### src/design/ltps_pkg.sv
// Shared types, constants and character classes for the line token pattern scanner.
`timescale 1ns / 1ps
`default_nettype none

package ltps_pkg;

  // Line counter width default
  localparam int LINE_NUMBER_BITS_DEF = 32;

  // Field widths
  localparam int RUN_BITS      = 6;
  localparam int LINE_OUT_BITS = 32;
  localparam int OUT_DATA_BITS = 40;

  // Configuration reset values
  localparam logic [2:0]          ENABLE_RST   = 3'd7;
  localparam logic [RUN_BITS-1:0] GHP_LEN_RST  = 6'd36;
  localparam logic [RUN_BITS-1:0] HF_LEN_RST   = 6'd30;
  localparam logic [RUN_BITS-1:0] AKIA_LEN_RST = 6'd16;

  // Characters of interest
  localparam logic [7:0] CH_NEWLINE = 8'h0a;
  localparam logic [7:0] CH_LOW_G   = 8'h67;
  localparam logic [7:0] CH_LOW_H   = 8'h68;
  localparam logic [7:0] CH_LOW_P   = 8'h70;
  localparam logic [7:0] CH_LOW_F   = 8'h66;
  localparam logic [7:0] CH_UNDER   = 8'h5f;
  localparam logic [7:0] CH_UP_A    = 8'h41;
  localparam logic [7:0] CH_UP_K    = 8'h4b;
  localparam logic [7:0] CH_UP_I    = 8'h49;

  // Configuration register indexes
  typedef enum logic [1:0] {
    CFG_PATTERN_ENABLE  = 2'd0,
    CFG_GHP_RUN_LENGTH  = 2'd1,
    CFG_HF_MIN_RUN      = 2'd2,
    CFG_AKIA_RUN_LENGTH = 2'd3
  } cfg_index_t;

  // Pattern hit bit positions
  localparam int HIT_GHP  = 0;
  localparam int HIT_HF   = 1;
  localparam int HIT_AKIA = 2;

  // Control from the top level to the matchers
  typedef struct packed {
    logic advance;  // ordinary byte accepted
    logic clear;    // newline or end of file accepted
  } match_ctl_t;

  // Run lengths required by each pattern
  typedef struct packed {
    logic [RUN_BITS-1:0] ghp;
    logic [RUN_BITS-1:0] hf;
    logic [RUN_BITS-1:0] akia;
  } run_need_t;

  function automatic logic is_digit(input logic [7:0] c);
    is_digit = (c >= 8'h30) && (c <= 8'h39);
  endfunction

  function automatic logic is_upper(input logic [7:0] c);
    is_upper = (c >= 8'h41) && (c <= 8'h5a);
  endfunction

  function automatic logic is_lower(input logic [7:0] c);
    is_lower = (c >= 8'h61) && (c <= 8'h7a);
  endfunction

endpackage

`default_nettype wire

### src/design/ltps_matchers.sv
// Prefix matchers and run counters for the three token patterns.
`timescale 1ns / 1ps
`default_nettype none

module ltps_matchers (
  input  wire logic                    clk,
  input  wire logic                    rst_n,
  input  wire ltps_pkg::match_ctl_t    ctl,
  input  wire logic [7:0]              byte_value,
  input  wire ltps_pkg::run_need_t     need,
  output logic [2:0]                   hit
);

  localparam logic [ltps_pkg::RUN_BITS-1:0] RUN_MAX = '1;

  logic [2:0] ghp_prog_r, ghp_prog_nxt;
  logic [1:0] hf_prog_r, hf_prog_nxt;
  logic [1:0] akia_prog_r, akia_prog_nxt;
  logic [ltps_pkg::RUN_BITS-1:0] ghp_cnt_r, ghp_cnt_nxt;
  logic [ltps_pkg::RUN_BITS-1:0] hf_cnt_r, hf_cnt_nxt;
  logic [ltps_pkg::RUN_BITS-1:0] akia_cnt_r, akia_cnt_nxt;
  logic ghp_act_r, ghp_act_nxt;
  logic hf_act_r, hf_act_nxt;
  logic akia_act_r, akia_act_nxt;
  logic ghp_done, hf_done, akia_done;
  logic alnum, akia_class;

  assign alnum      = ltps_pkg::is_digit(byte_value) || ltps_pkg::is_upper(byte_value)
                   || ltps_pkg::is_lower(byte_value);
  assign akia_class = ltps_pkg::is_digit(byte_value) || ltps_pkg::is_upper(byte_value);

  // Step the "ghp_" prefix matcher
  always_comb begin
    ghp_done     = 1'b0;
    ghp_prog_nxt = (byte_value == ltps_pkg::CH_LOW_G) ? 3'd1 : 3'd0;
    case (ghp_prog_r)
      3'd0: if (byte_value == ltps_pkg::CH_LOW_G) ghp_prog_nxt = 3'd1;
      3'd1: if (byte_value == ltps_pkg::CH_LOW_H) ghp_prog_nxt = 3'd2;
      3'd2: if (byte_value == ltps_pkg::CH_LOW_P) ghp_prog_nxt = 3'd3;
      3'd3: if (byte_value == ltps_pkg::CH_UNDER) begin
        ghp_prog_nxt = 3'd0;
        ghp_done     = 1'b1;
      end
      default: ;
    endcase
  end

  // Step the "hf_" prefix matcher
  always_comb begin
    hf_done     = 1'b0;
    hf_prog_nxt = (byte_value == ltps_pkg::CH_LOW_H) ? 2'd1 : 2'd0;
    case (hf_prog_r)
      2'd0: if (byte_value == ltps_pkg::CH_LOW_H) hf_prog_nxt = 2'd1;
      2'd1: if (byte_value == ltps_pkg::CH_LOW_F) hf_prog_nxt = 2'd2;
      2'd2: if (byte_value == ltps_pkg::CH_UNDER) begin
        hf_prog_nxt = 2'd0;
        hf_done     = 1'b1;
      end
      default: ;
    endcase
  end

  // Step the "AKIA" prefix matcher; its border "A" restarts at one
  always_comb begin
    akia_done     = 1'b0;
    akia_prog_nxt = (byte_value == ltps_pkg::CH_UP_A) ? 2'd1 : 2'd0;
    case (akia_prog_r)
      2'd1: if (byte_value == ltps_pkg::CH_UP_K) akia_prog_nxt = 2'd2;
      2'd2: if (byte_value == ltps_pkg::CH_UP_I) akia_prog_nxt = 2'd3;
      2'd3: akia_done = (byte_value == ltps_pkg::CH_UP_A);
      default: ;
    endcase
  end

  // Advance the run counters: extend a live run, else restart on a finished prefix
  always_comb begin
    ghp_act_nxt = ghp_done;
    ghp_cnt_nxt = '0;
    if (ghp_act_r && alnum) begin
      ghp_act_nxt = 1'b1;
      ghp_cnt_nxt = (ghp_cnt_r == RUN_MAX) ? ghp_cnt_r : ghp_cnt_r + 1'b1;
    end
    hf_act_nxt = hf_done;
    hf_cnt_nxt = '0;
    if (hf_act_r && alnum) begin
      hf_act_nxt = 1'b1;
      hf_cnt_nxt = (hf_cnt_r == RUN_MAX) ? hf_cnt_r : hf_cnt_r + 1'b1;
    end
    akia_act_nxt = akia_done;
    akia_cnt_nxt = '0;
    if (akia_act_r && akia_class) begin
      akia_act_nxt = 1'b1;
      akia_cnt_nxt = (akia_cnt_r == RUN_MAX) ? akia_cnt_r : akia_cnt_r + 1'b1;
    end
  end

  // Report runs that meet their length on this byte
  always_comb begin
    hit = '0;
    hit[ltps_pkg::HIT_GHP]  = ctl.advance && ghp_act_nxt && (ghp_cnt_nxt >= need.ghp);
    hit[ltps_pkg::HIT_HF]   = ctl.advance && hf_act_nxt && (hf_cnt_nxt >= need.hf);
    hit[ltps_pkg::HIT_AKIA] = ctl.advance && akia_act_nxt && (akia_cnt_nxt >= need.akia);
  end

  // Hold matcher state; clear at line and file ends
  always_ff @(posedge clk) begin
    if (!rst_n || ctl.clear) begin
      ghp_prog_r  <= '0;
      hf_prog_r   <= '0;
      akia_prog_r <= '0;
      ghp_cnt_r   <= '0;
      hf_cnt_r    <= '0;
      akia_cnt_r  <= '0;
      ghp_act_r   <= 1'b0;
      hf_act_r    <= 1'b0;
      akia_act_r  <= 1'b0;
    end else if (ctl.advance) begin
      ghp_prog_r  <= ghp_prog_nxt;
      hf_prog_r   <= hf_prog_nxt;
      akia_prog_r <= akia_prog_nxt;
      ghp_cnt_r   <= ghp_cnt_nxt;
      hf_cnt_r    <= hf_cnt_nxt;
      akia_cnt_r  <= akia_cnt_nxt;
      ghp_act_r   <= ghp_act_nxt;
      hf_act_r    <= hf_act_nxt;
      akia_act_r  <= akia_act_nxt;
    end
  end

endmodule

`default_nettype wire

### src/design/line_token_pattern_scanner_unit.sv
// Top level of the line token pattern scanner: line tracking, configuration and result buffer.
`timescale 1ns / 1ps
`default_nettype none

// Scans a file one byte per beat at one beat per clock while the result buffer has room.
// Each byte updates three prefix matchers and their run counters in the cycle it is
// accepted; a newline beat, or an end-of-file beat (in_tlast, data ignored), yields one
// result beat that is registered into the output buffer on acceptance. Results pass
// through a two-entry output buffer (result register plus skid register), so the input
// keeps flowing while a single result waits and stalls only when both entries are full.
// Configuration writes are always ready and should be made between files.
module line_token_pattern_scanner_unit #(
  parameter int LINE_NUMBER_BITS = ltps_pkg::LINE_NUMBER_BITS_DEF
) (
  input  wire logic                                clk,
  input  wire logic                                rst_n,
  // Input channel
  input  wire logic                                in_tvalid,
  output logic                                     in_tready,
  input  wire logic [7:0]                          in_tdata,   // [7:0] byte_value
  input  wire logic                                in_tlast,   // end_of_file
  // Result channel
  output logic                                     out_tvalid,
  input  wire logic                                out_tready,
  // [31:0] line_number, [32] prefix_ghp_hit, [33] prefix_hf_hit,
  // [34] prefix_akia_hit, [35] file_has_secret, [39:36] zero
  output logic [ltps_pkg::OUT_DATA_BITS-1:0]       out_tdata,
  output logic                                     out_tuser,  // line_valid
  output logic                                     out_tlast,  // file_done
  // Configuration write channel
  input  wire logic                                cfg_valid,
  output logic                                     cfg_ready,
  input  wire ltps_pkg::cfg_index_t                cfg_index,
  input  wire logic [ltps_pkg::RUN_BITS-1:0]       cfg_data
);

  localparam logic [LINE_NUMBER_BITS-1:0] LINE_MAX = '1;
  localparam logic [LINE_NUMBER_BITS-1:0] LINE_ONE = LINE_NUMBER_BITS'(1);
  localparam int RES_BITS = ltps_pkg::OUT_DATA_BITS + 2;

  logic [2:0]                    enable_r;
  ltps_pkg::run_need_t           need_r;
  logic [2:0]                    flags_r, flags_nxt;
  logic [LINE_NUMBER_BITS-1:0]   line_r;
  logic                          has_bytes_r;
  logic                          any_hit_r;
  logic                          in_fire, is_eof, is_nl, cfg_fire;
  logic                          produce;
  ltps_pkg::match_ctl_t          ctl;
  logic [2:0]                    hit;
  logic [RES_BITS-1:0]           res_nxt;
  logic [RES_BITS-1:0]           out_r, skid_r;
  logic                          out_valid_r, skid_valid_r;
  logic                          line_close;

  assign in_fire  = in_tvalid && in_tready;
  assign is_eof   = in_tlast;
  assign is_nl    = !in_tlast && (in_tdata == ltps_pkg::CH_NEWLINE);
  assign cfg_ready = 1'b1;
  assign cfg_fire = cfg_valid && cfg_ready;

  assign ctl.advance = in_fire && !is_eof && !is_nl;
  assign ctl.clear   = in_fire && (is_eof || is_nl);
  assign produce     = ctl.clear;

  // Configuration registers
  always_ff @(posedge clk) begin
    if (!rst_n) begin
      enable_r    <= ltps_pkg::ENABLE_RST;
      need_r.ghp  <= ltps_pkg::GHP_LEN_RST;
      need_r.hf   <= ltps_pkg::HF_LEN_RST;
      need_r.akia <= ltps_pkg::AKIA_LEN_RST;
    end else if (cfg_fire) begin
      case (cfg_index)
        ltps_pkg::CFG_PATTERN_ENABLE:  enable_r    <= cfg_data[2:0];
        ltps_pkg::CFG_GHP_RUN_LENGTH:  need_r.ghp  <= cfg_data;
        ltps_pkg::CFG_HF_MIN_RUN:      need_r.hf   <= cfg_data;
        ltps_pkg::CFG_AKIA_RUN_LENGTH: need_r.akia <= cfg_data;
        default: ;
      endcase
    end
  end

  ltps_matchers u_matchers (
    .clk        (clk),
    .rst_n      (rst_n),
    .ctl        (ctl),
    .byte_value (in_tdata),
    .need       (need_r),
    .hit        (hit)
  );

  assign flags_nxt  = flags_r | (hit & enable_r);
  // A line closes on newline, or on end of file after a partial line
  assign line_close = is_nl || has_bytes_r;

  // Build the result beat from the state before this byte
  always_comb begin
    res_nxt = '0;
    if (line_close) begin
      res_nxt[ltps_pkg::LINE_OUT_BITS-1:0] = ltps_pkg::LINE_OUT_BITS'(line_r);
      res_nxt[ltps_pkg::LINE_OUT_BITS +: 3] = flags_r;
    end
    if (is_eof)
      res_nxt[ltps_pkg::LINE_OUT_BITS + 3] = any_hit_r || (|flags_r);
    res_nxt[RES_BITS-2] = line_close;  // line_valid
    res_nxt[RES_BITS-1] = is_eof;      // file_done
  end

  // Line and file tracking
  always_ff @(posedge clk) begin
    if (!rst_n || (in_fire && is_eof)) begin
      flags_r     <= '0;
      line_r      <= LINE_ONE;
      has_bytes_r <= 1'b0;
      any_hit_r   <= 1'b0;
    end else if (in_fire && is_nl) begin
      flags_r     <= '0;
      has_bytes_r <= 1'b0;
      any_hit_r   <= any_hit_r || (|flags_r);
      if (line_r != LINE_MAX) line_r <= line_r + LINE_ONE;
    end else if (ctl.advance) begin
      flags_r     <= flags_nxt;
      has_bytes_r <= 1'b1;
    end
  end

  // Two-entry result buffer: drain, refill from skid, or park a new beat
  always_ff @(posedge clk) begin
    if (!rst_n) begin
      out_valid_r  <= 1'b0;
      skid_valid_r <= 1'b0;
    end else if (out_valid_r && out_tready) begin
      if (skid_valid_r) begin
        out_r        <= skid_r;
        skid_valid_r <= 1'b0;
      end else if (produce) begin
        out_r <= res_nxt;
      end else begin
        out_valid_r <= 1'b0;
      end
    end else if (!out_valid_r) begin
      if (produce) begin
        out_r       <= res_nxt;
        out_valid_r <= 1'b1;
      end
    end else if (produce) begin
      skid_r       <= res_nxt;
      skid_valid_r <= 1'b1;
    end
  end

  assign in_tready  = !skid_valid_r;
  assign out_tvalid = out_valid_r;
  assign out_tdata  = out_r[ltps_pkg::OUT_DATA_BITS-1:0];
  assign out_tuser  = out_r[RES_BITS-2];
  assign out_tlast  = out_r[RES_BITS-1];

endmodule

`default_nettype wire
### config.mk
export PLATFORM = sky130hd
export DESIGN_NAME = line_token_pattern_scanner_unit
export DESIGN_NICKNAME = d
export VERILOG_FILES = /design/src/design/ltps_pkg.sv /design/src/design/ltps_matchers.sv /design/src/design/line_token_pattern_scanner_unit.sv
export SDC_FILE = /design/constraint.sdc
export NUM_CORES = 1
export LEC_CHECK = 0
export ABC_AREA = 0
export ABC_CLOCK_PERIOD_IN_PS = 7000
export BUFFER_PORTS_ARGS = -buffer_cell sky130_fd_sc_hd__buf_2
export CORE_AREA = 5 5 131 133
export CTS_CLUSTER_DIAMETER = 100
export DETAILED_ROUTE_END_ITERATION = 8
export DIE_AREA = 0 0 136 138
export MAX_ROUTING_LAYER = met4
export PLACE_DENSITY_LB_ADDON = 0.12
export SETUP_SLACK_MARGIN = 0.5
export SYNTH_ARGS = -nofsm -noshare
export SYNTH_HDL_FRONTEND = slang
export SYNTH_SLANG_ARGS = --single-unit
### constraint.sdc
create_clock -name clk -period 7 [get_ports clk]
set_clock_uncertainty 0.2 [all_clocks]
set_input_delay 1.4 -clock clk [delete_from_list [all_inputs] [get_ports clk]]
set_output_delay 1.4 -clock clk [all_outputs]
set_load 0.01 [all_outputs]
After elaboration in Yosys (flattened, before gate mapping)
Cells that the tools add are included.
{ "word_totals": {"in_bits": 22, "output_inout_bits": 45, "register_bits": 168} }
{ "classes": {"order_cmp": 9, "bitwise": 4, "reduce_logical": 46, "muxes": 39, "n_eq_ne": 27, "addsub": 4} }
{ "ops": {"columns": ["operator", "count"], "rows": [
  ["42-bit two-way mux", 4],
  ["8-bit by 7-bit equality test with 1-bit output (second input constant)", 8],
  ["6-bit two-way mux", 6],
  ["35-bit two-way mux", 1],
  ["32-bit by 1-bit adder with 32-bit output (second input constant)", 1],
  ["32-bit != test (second input constant)", 1],
  ["1-bit logical AND", 20],
  ["6-bit by 1-bit adder with 6-bit output (second input constant)", 3],
  ["6-bit equality test (second input constant)", 3],
  ["6-bit greater-or-equal comparator", 3],
  ["8-bit by 7-bit greater-or-equal comparator with 1-bit output (second input constant)", 2],
  ["8-bit by 7-bit less-or-equal comparator with 1-bit output (second input constant)", 2],
  ["1-bit two-way mux", 16],
  ["2-bit AND reduction", 8],
  ["3-bit two-way mux", 4],
  ["3-bit one-hot mux with 4 select lines", 1],
  ["2-bit equality test (second input constant)", 5],
  ["2-bit two-way mux", 5],
  ["8-bit by 4-bit equality test with 1-bit output (second input constant)", 1],
  ["8-bit by 6-bit greater-or-equal comparator with 1-bit output (second input constant)", 1],
  ["8-bit by 6-bit less-or-equal comparator with 1-bit output (second input constant)", 1],
  ["1-bit logical OR", 7],
  ["2-bit by 1-bit equality test with 1-bit output (second input constant)", 3],
  ["3-bit by 2-bit equality test with 1-bit output (second input constant)", 2],
  ["other kinds (14)", 21]
]} }

Longest topological paths before layout
Gate-level depths: netlist (run 1).
{ "logic_depth": {"word_depth": 10, "ltp_mapped": 12} }

Hierarchy
Synthesis (run 1) repeated with hierarchy kept, for this count alone.
{ "unflattened": {"cells_unflattened": 913, "area_unflattened_um2": 8610.8} }
{ "modules_own_cells": {"columns": ["mod", "cells_per_inst", "area_per_inst_um2", "instances", "seq_area_each_um2"], "rows": [
  ["line_token_pattern_scanner_unit", 598, 6222.2, 1, 3603.5],
  ["ltps_matchers", 315, 2388.5, 1, 540.5]
]} }

Least setup slack after synthesis (run 1)
Ideal clock, no wire load.
{ "synth_path": {"kind": "input port to flip-flop", "startpoint": "in rst_n", "endpoint": "reg out_r[0], enable pin", "setup_time_ps": 506, "arrival_time_ps": 4763, "path_buffers": 1, "path_stages": 2, "setup_slack_ps": 1531, "path_cell_list": "clkbuf_1 a21boi_0"} }
{ "synth_between": {"elab_chain_cells": 1} }
{ "synth_rtl": {"columns": ["element", "line_no", "source"], "rows": [
  ["start: declaration", "line_token_pattern_scanner_unit.sv:16", "input wire logic rst_n,"],
  ["2-bit AND reduction (no line)", null, null],
  ["end signal: assignment", "line_token_pattern_scanner_unit.sv:135", "out_r <= skid_r;"],
  ["end signal: assignment", "line_token_pattern_scanner_unit.sv:138", "out_r <= res_nxt;"],
  ["end signal: assignment", "line_token_pattern_scanner_unit.sv:144", "out_r <= res_nxt;"],
  ["end: declaration", "line_token_pattern_scanner_unit.sv:52", "logic [RES_BITS-1:0] out_r, skid_r;"]
]} }
Every way passes these cells.
A chain may end at the register's enable or synchronous reset.

Final worst setup path (run 1)
{ "layout_path": {"startpoint": "in in_tdata[4]", "endpoint": "reg out_r[20] (data pin)"} }
{ "layout_between": {"elab_chain_cells": 7} }
{ "layout_rtl": {"columns": ["element", "line_no", "source"], "rows": [
  ["start: declaration", "line_token_pattern_scanner_unit.sv:20", "input wire logic [7:0] in_tdata,"],
  ["8-bit by 4-bit equality test with 1-bit output (*)", "line_token_pattern_scanner_unit.sv:58", "assign is_nl = !in_tlast && (in_tdata == ltps_pkg::CH_NEWLINE);"],
  ["1-bit logical AND (*)", "line_token_pattern_scanner_unit.sv:58", null],
  ["1-bit logical OR (on tied branches)", null, null],
  ["35-bit two-way mux / 1-bit logical AND (equally long branches)", null, null],
  ["42-bit two-way mux (*)", "line_token_pattern_scanner_unit.sv:137, line_token_pattern_scanner_unit.sv:143", null],
  ["42-bit two-way mux (on tied branches)", "line_token_pattern_scanner_unit.sv:142, line_token_pattern_scanner_unit.sv:134", null],
  ["42-bit two-way mux (*)", "line_token_pattern_scanner_unit.sv:133", "end else if (out_valid_r && out_tready) begin"]
]} }
Every way passes the cells marked *; elsewhere a longest branch is shown, timed or not. The select of a mux whose other input is x is not followed.

==> results of run 1 <==
layer usage:
metal	vias up	part of all wire	global-route usage	wire length, um
met5	-	0	-	0
met4	0	0.014	0.07162	272
met3	21	0.043	0.03338	816
met2	165	0.46	0.3228	8838
met1	3260	0.48	0.2921	9252
li1	3461	-	-	-
synthesized netlist by cell type, drive strengths merged, types with 7 or more instances:
master | count | area share
a211oi | 15 | 0.013
a21oi | 49 | 0.029
a31oi | 46 | 0.034
and2 | 41 | 0.030
and3 | 18 | 0.013
buf | 10 | 0.0066
clkbuf | 44 | 0.021
dfxtp | 87 | 0.20
edfxtp | 80 | 0.28
ha | 27 | 0.040
inv | 32 | 0.014
mux2i | 18 | 0.021
nand2 | 90 | 0.040
nand2b | 7 | 0.0051
nand3 | 60 | 0.035
nand4 | 14 | 0.011
nor2 | 89 | 0.039
nor2b | 13 | 0.0095
nor3 | 7 | 0.0041
o21ai | 33 | 0.020
o31ai | 10 | 0.0088
or3 | 17 | 0.013
or4 | 11 | 0.010
power by group:
group | leakage [nW] | total, W | switching, W | internal [W]
logic | 1.91 | 0.000182 | 0.000113 | 0.0000691
registers | 1.54 | 0.00109 | 0.0000251 | 0.00106
clock network | 0.286 | 0.000965 | 0.000372 | 0.000592
logic make-up (layout without fill, tap and decap cells):
group / after synthesis / after routing
xor+xnor: 7 / 7
compound gates: 207 / 207
other cells: 1 / 1
simple gates: 399 / 399
flops: 167 / 167
buf+inv: 86 / 139
fa+ha+maj: 27 / 27
mux: 21 / 21
path summary, 6_finish.rpt:
check	cells past startpoint	slack [ps]	endpoint
setup / recovery	6	3110	out_r[20]$_DFFE_PP_
hold / removal	2	270	enable_r[1]$_SDFFE_PN1P_
setup reg to reg	10	4080	flags_r[2]$_SDFFE_PP0P_
hold reg to reg	2	270	enable_r[1]$_SDFFE_PN1P_
flip-flops by register name (all words and copies together) (netlist names), 2 cells and up:
register / flops
u_matchers.ghp_prog_r: 2
u_matchers.akia_prog_r: 2
flags_r: 3
line_r: 32
out_r: 42
u_matchers.hf_prog_r: 2
skid_r: 38
enable_r: 3
u_matchers.akia_cnt_r: 6
u_matchers.ghp_cnt_r: 6
u_matchers.hf_cnt_r: 6
need_r: 18
stage by stage:
stage,total power [W],cells,instance area (sq um)
floorplan,0.001226,915,8536
global placement,0.001289,1152,9006
detailed placement,0.001292,1152,9006
CTS,0.002246,1184,9604
global route,0.002314,1184,9604
finish,0.002234,1184,9604
tightest hold or removal path, stage by stage, from the launching register on:
cell and delay (ps):
dfxtp_1 320, mux2i_1 70, nand2_1 60
layout make-up:
class                           count  area share
Sequential cell                   167      0.4315
Multi-Input combinational cell    662      0.4239
Clock buffer                       21     0.04586
Clock inverter                     11     0.01641
Inverter                           32     0.01251
Tap cell                          216     0.02814
Timing Repair Buffer               75     0.04169
placed cells by master, fill, tap and decap left out, drive strengths merged, types with 4 or more instances in the layout:
master / count
a211oi: 15
a21boi: 5
a21o: 5
a21oi: 49
a31oi: 46
a41o: 5
and2: 41
and3: 18
and4: 6
buf: 75
bufinv: 4
clkbuf: 21
clkinv: 5
dfxtp: 87
edfxtp: 80
ha: 27
inv: 32
mux2i: 18
nand2: 90
nand2b: 7
nand3: 60
nand4: 14
nor2: 89
nor2b: 13
nor3: 7
nor3b: 5
nor4: 4
nor4b: 4
o211ai: 5
o21a: 4
o21ai: 33
o22ai: 6
o31ai: 10
or2: 4
or3: 17
or4: 11
xnor2: 6
==> qor.csv, run 1 <==
metric;value;unit
initial_utilization;0.5432;
synth_edf_count;80;
period_needed;3894;ps
numPortBuffers;65;
hold_ws;274.1;ps
track_usage;0.2129;
vias;6907;
multiInputGateArea;4071;sq um
area_growth;12.52;%
max_cap_viol_count;0;
max-slew-margin-rel;0.2513;
ff_latch_area;4144;sq um
worstPathRequired;7080;ps
worst_slew_pin_slew;1123;ps
ys_warn_count;0;
timing.hold.worst.start;enable_r[1]$_SDFFE_PN1P_;
dr.pass1.iters;5;
startpoint_type;input pin;
crit_family;simple AND/OR/NAND/NOR gates;
status;finished clean;
drtIter0Drc;486;
dpl.hpwl;12.87;mm
synth_mux_area_frac;0.02507;
rsz0062_at_grt;false;
path_clk_slew;60;ps
slew_violations;0;
max_freq;0.2568;GHz
path_cells;buf_2 -> nor4b_2 -> and2_0 -> a21o_2 -> nand3_1 -> a31oi_1;
fin_tns_setup;0;ps
num_io_pins;67;
grt_pass1_vias;6524;
antenna_cells;0;
synth_simple_gate_area_frac;0.2432;
finalHoldViolations;0;
cts-resized-gates;0;
path_buf_inv;1;
core;15710;sq um
finalNetCount;1004;
end_kind;register;
ant_nets;0;
die-height;138;um
synth_cells;915;
n_fill_cell;1354;
cts_sinks;167;
p_leak;3.732;nW
synth-seq-area-share;0.4855;
grt_pass1_wl;32.07;mm
utilization;0.6112;
htree_num_levels;4;
gp_congestion;0.8697;
hold_class;register to register;
hold_buffers;0;
grt_max_degree;73;
drc;0;
synth.avg_cell_area;9.329;sq um
wl_per_cell;16.20;um
async_flop_share;0;
synth_adder_area_share;0.03958;
drive_gt1_frac;0.1312;
synth_ff_type;dfxtp_1;
fin_crit_sh;0.5563;
rows;46;
clk_latency;430;ps
grt_overflow;0;
cts_post_setup_buffers_inserted;0;
synthXorXnorAreaFrac;0.007183;
setup_viol;0;
antenna_found_initial;0;
dieArea;18770;sq um
pre_cts_ws;2639;ps
critPathKind;input pin to register;
ir_drop;176.4;uV
ys_types;73;
chipWidth;136;um
synth_top_family_by_area;simple AND/OR/NAND/NOR gates;
cts_buffers;17;
worstPathArrival;3970;ps
syn_area;8536;sq um
critPathMaxFanout;71;
ys_ff_latch;167;
cts_tree;yes;
r2r_start;u_matchers.akia_cnt_r[0]$_SDFFE_PP0P_;
worstSetupStartpoint;in_tdata[4];
synth_compound_area_frac;0.1579;
root_buffer;clkbuf_16;
powerDensity;232.6;nW/um^2
routed_wl;19.18;mm
layout_setup_ws;3106;ps
synth_fp_nets;964;
cts_buffer_depth;2;
max_stage_delay;950;ps
drt-vias-per-instance;5.834;
critPathSlowestCell;a21o_2;
Note: power is estimated with default switching activity, not from simulation.
==> inputs of run 2 (changes only) <==
- ABC_CLOCK_PERIOD_IN_PS: 7000 -> 3900
- clock period: 7 -> 3.9 ns (I/O delays scaled with it)
==> run 2 against run 1 <==
Effect of this change:
- die area stayed put
- global-route usage is 0.099 points higher
- register-to-register slack worse by 3100 ps
- critical path type unchanged
- power rose by 79%
==> qor.csv, run 2 (synthesis results as in run 1) <==
metric;value;unit;change
utilization;0.6167;;was 0.6112
p_sw_frac;0.2293;;was 0.2286
drtIter0Drc;517;;was 486
drc;0;;unchanged
htree_num_levels;4;;unchanged
dr.pass1.iters;6;;was 5
drive_gt1_frac;0.1374;;was 0.1312
cts_sinks;167;;unchanged
max_freq;0.3307;GHz;
die-height;138;um;unchanged
period_needed;3024;ps;
grt_max_degree;49;;was 73
ir_drop;304.3;uV;was 176.4 uV
hold_buffers;0;;unchanged
finalNetCount;1011;;was 1004
multiInputGateArea;4073;sq um;was 4071 sq um
end_kind;register;;unchanged
drt-vias-per-instance;5.814;;was 5.834
antenna_found_initial;0;;unchanged
dpl.hpwl;13.28;mm;was 12.87 mm
powerDensity;411.6;nW/um^2;was 232.6 nW/um^2
p_int;0.003074;W;was 0.001723 W
clockPowerShare;0.426;;was 0.432
routed_wl;19.54;mm;was 19.18 mm
max_cap_viol_count;0;;unchanged
chipWidth;136;um;unchanged
hold_ws;271.7;ps;was 274.1 ps
largest-register;out_r;;unchanged
min_delay_path_depth;2;;unchanged
max-slew-margin-rel;0.1712;;was 0.2513
cts_buffers;17;;unchanged
comb_power_share;0.084;;was 0.082
rsz0062_at_grt;false;;unchanged
area_growth;13.53;%;was 12.52%
dieArea;18770;sq um;unchanged
largest_registers;out_r: 42 flops, skid_r: 38 flops, line_r: 32 flops;;unchanged
worstPathRequired;4000;ps;was 7080 ps
largest_reg_flops;42;;unchanged
worst_slew_pin_slew;1238;ps;was 1123 ps
cts_post_setup_buffers_inserted;0;;unchanged
mostFrequentLayoutCells;nand2_1, nor2_1, dfxtp_1;;unchanged
numPortBuffers;65;;unchanged
ant_nets;0;;unchanged
status;finished clean;;unchanged
seq_power_share;0.489;;was 0.486
cts_tree;yes;;unchanged
grt_pass1_vias;6225;;was 6524
cts_buffer_depth;2;;unchanged
slew_violations;0;;unchanged
ff_latch_area;4144;sq um;unchanged
initial_utilization;0.5432;;unchanged
startpoint_type;input pin;;unchanged
path_clk_slew;60;ps;about the same
cts-resized-gates;0;;unchanged
grt_overflow;0;;unchanged
antenna_cells;0;;unchanged
p_sw;0.0009146;W;was 0.0005107 W
root_buffer;clkbuf_16;;unchanged
p_leak;3.780;nW;was 3.732 nW
critPathKind;input pin to register;;unchanged
reg2reg_depth;10;;unchanged
vias;6924;;was 6907
mostFrequentLayoutCell;nand2_1;;unchanged
core;15710;sq um;unchanged
wl_per_cell;16.41;um;was 16.20 um
n_fill_cell;1396;;was 1354
worstPathArrival;3120;ps;was 3970 ps
num_io_pins;67;;unchanged
finalHoldViolations;0;;unchanged
grt_pass1_wl;31.75;mm;was 32.07 mm
track_usage;0.2139;;was 0.2129
critPathMaxFanout;10;;was 71
fin_crit_sh;0.7754;;
hold_class;register to register;;unchanged
rows;46;;unchanged
clk_latency;430;ps;about the same
gp_congestion;0.8790;;was 0.8697
setup_viol;0;;unchanged
fin_tns_setup;0;ps;unchanged
-- run 2: path summary, 6_finish.rpt --
path	from	endpoint	slack (ps)
max	in_tdata[1]	flags_r[0]$_SDFFE_PP0P_	880
min	need_r[11]$_SDFFE_PN0P_	need_r[11]$_SDFFE_PN0P_	270
max reg2reg	u_matchers.akia_cnt_r[0]$_SDFFE_PP0P_	flags_r[2]$_SDFFE_PP0P_	1020
min reg2reg	need_r[11]$_SDFFE_PN0P_	need_r[11]$_SDFFE_PN0P_	270
-- run 2: area by class of cell --
cell class | count | share of cell area
multi-input combinational | 662 | 0.4203
tap | 216 | 0.02789
sequential | 167 | 0.4276
clock buffer | 22 | 0.04803
clock inverter | 10 | 0.01317
inverter | 32 | 0.01240
timing repair buffer | 82 | 0.05061
-- run 2: power groups by stage --
stage	Combinational, W	Sequential (W)	Clock, W
3_5_place_dp	0.000338	0.00199	0
3_3_place_gp	0.000333	0.00199	0
6_report	0.000336	0.00195	0.00170
5_1_grt	0.000374	0.00196	0.00181
2_1_floorplan	0.000202	0.00200	0
4_1_cts	0.000339	0.00195	0.00172
-- run 2: per-stage QoR --
| step | cell area [sq um] | total power, W | setup slack [ps] | std cells |
|---|---|---|---|---|
| after floorplan | 8541 | 0.002200 | 594.1 | 915 |
| after global placement | 9097 | 0.002320 | 519.9 | 1159 |
| after detailed placement | 9097 | 0.002326 | 502.5 | 1159 |
| after CTS | 9691 | 0.004016 | 874.4 | 1191 |
| after global routing | 9691 | 0.004141 | 648.6 | 1191 |
| final | 9691 | 0.003989 | 875.8 | 1191 |
-- run 2: critical path: stages --
cell and delay (ps):
buf_2 160, o21ai_0 180, nand4b_1 210, a2111o_1 470, nand2b_1 160, ha_1 270, nand2b_1 140, a2111oi_0 380
o21ai_0 150, a21oi_1 160, a211oi_1 60
-- run 2: metal layers --
metal,share of wire,track usage
met3,0.038,0.04173
met1,0.48,0.2879
met4,0.0072,0.04456
met5,0,-
met2,0.48,0.3382
==> inputs of run 3 (changes only) <==
- ABC_CLOCK_PERIOD_IN_PS: 3900 -> 3200
- clock period: 3.9 -> 3.2 ns (I/O delays scaled with it)
==> run 3 against run 2 <==
Effect of this change:
- clock-buffer cell count fell by 2
- highest routed layer unchanged
- critical path depth rose by 1
- core utilization up 2.8 points
- critical endpoint is now flags_r[1]$_SDFFE_PP0P_
- die area unchanged
- global-route usage up 0.71 points
- largest power group unchanged
==> qor.csv, run 3 (synthesis results as in run 1) <==
metric;value;unit;change
status;finished clean;;unchanged
numPortBuffers;65;;unchanged
clockPowerShare;0.433;;was 0.426
path_clk_slew;70;ps;was 60 ps
fin_tns_setup;0;ps;unchanged
slew_violations;0;;unchanged
grt_overflow;0;;unchanged
largest_registers;out_r: 42 flops, skid_r: 38 flops, line_r: 32 flops;;unchanged
mostFrequentLayoutCells;nand2_1, nor2_1, dfxtp_1;;unchanged
grt_pass1_wl;33.09;mm;was 31.75 mm
cts_buffers;17;;unchanged
max-slew-margin-rel;0.5480;;was 0.1712
p_sw;0.001161;W;was 0.0009146 W
hold_ws;280.9;ps;was 271.7 ps
post_dp_cell_area;9293;sq um;was 9097 sq um
dr.pass1.iters;5;;was 6
largest_reg_flops;42;;unchanged
max_cap_viol_count;0;;unchanged
startpoint_type;input pin;;unchanged
comb_power_share;0.091;;was 0.084
antenna_found_initial;0;;unchanged
seq_power_share;0.476;;was 0.489
cts_buffer_depth;2;;unchanged
initial_utilization;0.5432;;unchanged
cts_sinks;167;;unchanged
track_usage;0.2211;;was 0.2139
r2r_slack;610;ps;was 1020 ps
mostFrequentLayoutCell;nand2_1;;unchanged
dpl.hpwl;13.58;mm;was 13.28 mm
grt_max_degree;47;;was 49
critPathMaxFanout;5;;was 10
drive_gt1_frac;0.1938;;was 0.1374
worstPathRequired;3300;ps;was 4000 ps
area_growth;18.76;%;was 13.53%
period_needed;2648;ps;
p_sw_frac;0.2323;;was 0.2293
drc;0;;unchanged
critPathKind;input pin to register;;unchanged
max_freq;0.3777;GHz;
drt-vias-per-instance;5.768;;was 5.814
rsz0062_at_grt;true;;was false
finalHoldViolations;0;;unchanged
worst_slew_pin_slew;676.5;ps;was 1238 ps
p_int;0.003835;W;was 0.003074 W
r2r_start;u_matchers.akia_cnt_r[4]$_SDFFE_PP0P_;;was u_matchers.akia_cnt_r[0]$_SDFFE_PP0P_
worstPathArrival;2750;ps;was 3120 ps
rows;46;;unchanged
grt_pass1_vias;6505;;was 6225
antenna_cells;0;;unchanged
clk_latency;420;ps;was 430 ps
routed_wl;20.07;mm;was 19.54 mm
worstSetupStartpoint;in_tdata[0];;was in_tdata[1]
fin_crit_sh;0.8275;;
wl_per_cell;16.42;um;was 16.41 um
die-height;138;um;unchanged
n_fill_cell;1336;;was 1396
final_area;10140;sq um;was 9691 sq um
root_buffer;clkbuf_16;;unchanged
largest-register;out_r;;unchanged
chipWidth;136;um;unchanged
dieArea;18770;sq um;unchanged
num_io_pins;67;;unchanged
setup_viol;0;;unchanged
cts_tree;yes;;unchanged
core;15710;sq um;unchanged
ant_nets;0;;unchanged
ir_drop;398.3;uV;was 304.3 uV
p_leak;3.980;nW;was 3.780 nW
powerDensity;492.8;nW/um^2;was 411.6 nW/um^2
hold_class;register to register;;unchanged
vias;7049;;was 6924
end_kind;register;;unchanged
htree_num_levels;4;;unchanged
drtIter0Drc;632;;was 517
gp_congestion;0.9038;;was 0.8790
finalNetCount;1042;;was 1011
timing.hold.worst.start;need_r[11]$_SDFFE_PN0P_;;unchanged
==> run 3: changes by cell type in the layout (fill, tap and decap cells not counted), moves of 3 or more <==
cell / change
a2111oi_0: -3
buf_4: +28
o21ai_0: -5
buf_6: +4
o21ai_1: +3
dfxtp_1: -3
dfxtp_2: +3
nor2_1: -3
ha_1: -3
clkinv_1: -3
==> run 3: metal layers <==
metal / share of wire / GRT usage / vias up
li1: - / - / 3527
met1: 0.49 / 0.3168 / 3340
met2: 0.45 / 0.3265 / 174
met3: 0.046 / 0.04282 / 8
met4: 0.0060 / 0.04881 / 0
met5: 0 / - / -
==> run 3: power by group through the flow <==
stage	clock network [W]	registers [W]	logic, W
finish	0.00217	0.00238	0.000455
CTS	0.00220	0.00238	0.000442
global placement	0	0.00242	0.000430
detailed placement	0	0.00242	0.000438
floorplan	0	0.00243	0.000250
global route	0.00231	0.00239	0.000505
==> run 3: worst paths after layout <==
path | end | depth (start not counted)
min | need_r[11]$_SDFFE_PN0P_ | 2
max | flags_r[1]$_SDFFE_PP0P_ | 12
min reg2reg | need_r[11]$_SDFFE_PN0P_ | 2
max reg2reg | flags_r[2]$_SDFFE_PP0P_ | 11
==> run 3: critical path: stages <==
cell and delay, ps:
buf_6 100, or3_4 420, nor3_4 200, buf_4 140
a2111o_1 200, nor2_1 70, ha_1 310, a21o_1 160
a31oi_1 150, o21ai_1 90, a211oi_2 220, nor4_2 50
==> run 3: final cells by class <==
| type | count | area, sq um | area share |
|---|---|---|---|
| multi-input cells | 662 | 4222 | 0.4164 |
| repair buffers | 113 | 755.7 | 0.07455 |
| clock buffers | 20 | 446.7 | 0.04406 |
| well taps | 216 | 270.3 | 0.02666 |
| inverters | 32 | 120.1 | 0.01185 |
| clock inverters | 12 | 175.2 | 0.01728 |
| flip-flops and latches | 167 | 4148 | 0.4092 |
==> run 3: metrics by stage <==
step | std cells | total power (W) | utilization | setup slack (ps)
final | 1222 | 0.004995 | 0.6452 | 552.0
after CTS | 1216 | 0.005017 | 0.6328 | 487.1
after floorplan | 915 | 0.002685 | - | 133.1
after global routing | 1222 | 0.005203 | 0.6452 | 434.5
after global placement | 1183 | 0.002849 | 0.5914 | 57.45
after detailed placement | 1183 | 0.002859 | 0.5914 | -49.27
==> run 3: timing repair <==
action	in CTS	in global routing
gates resized for setup	6	34
endpoints found under the setup margin	3	8
pin swaps	2	25
setup buffers	1	6
hold buffers	0	0
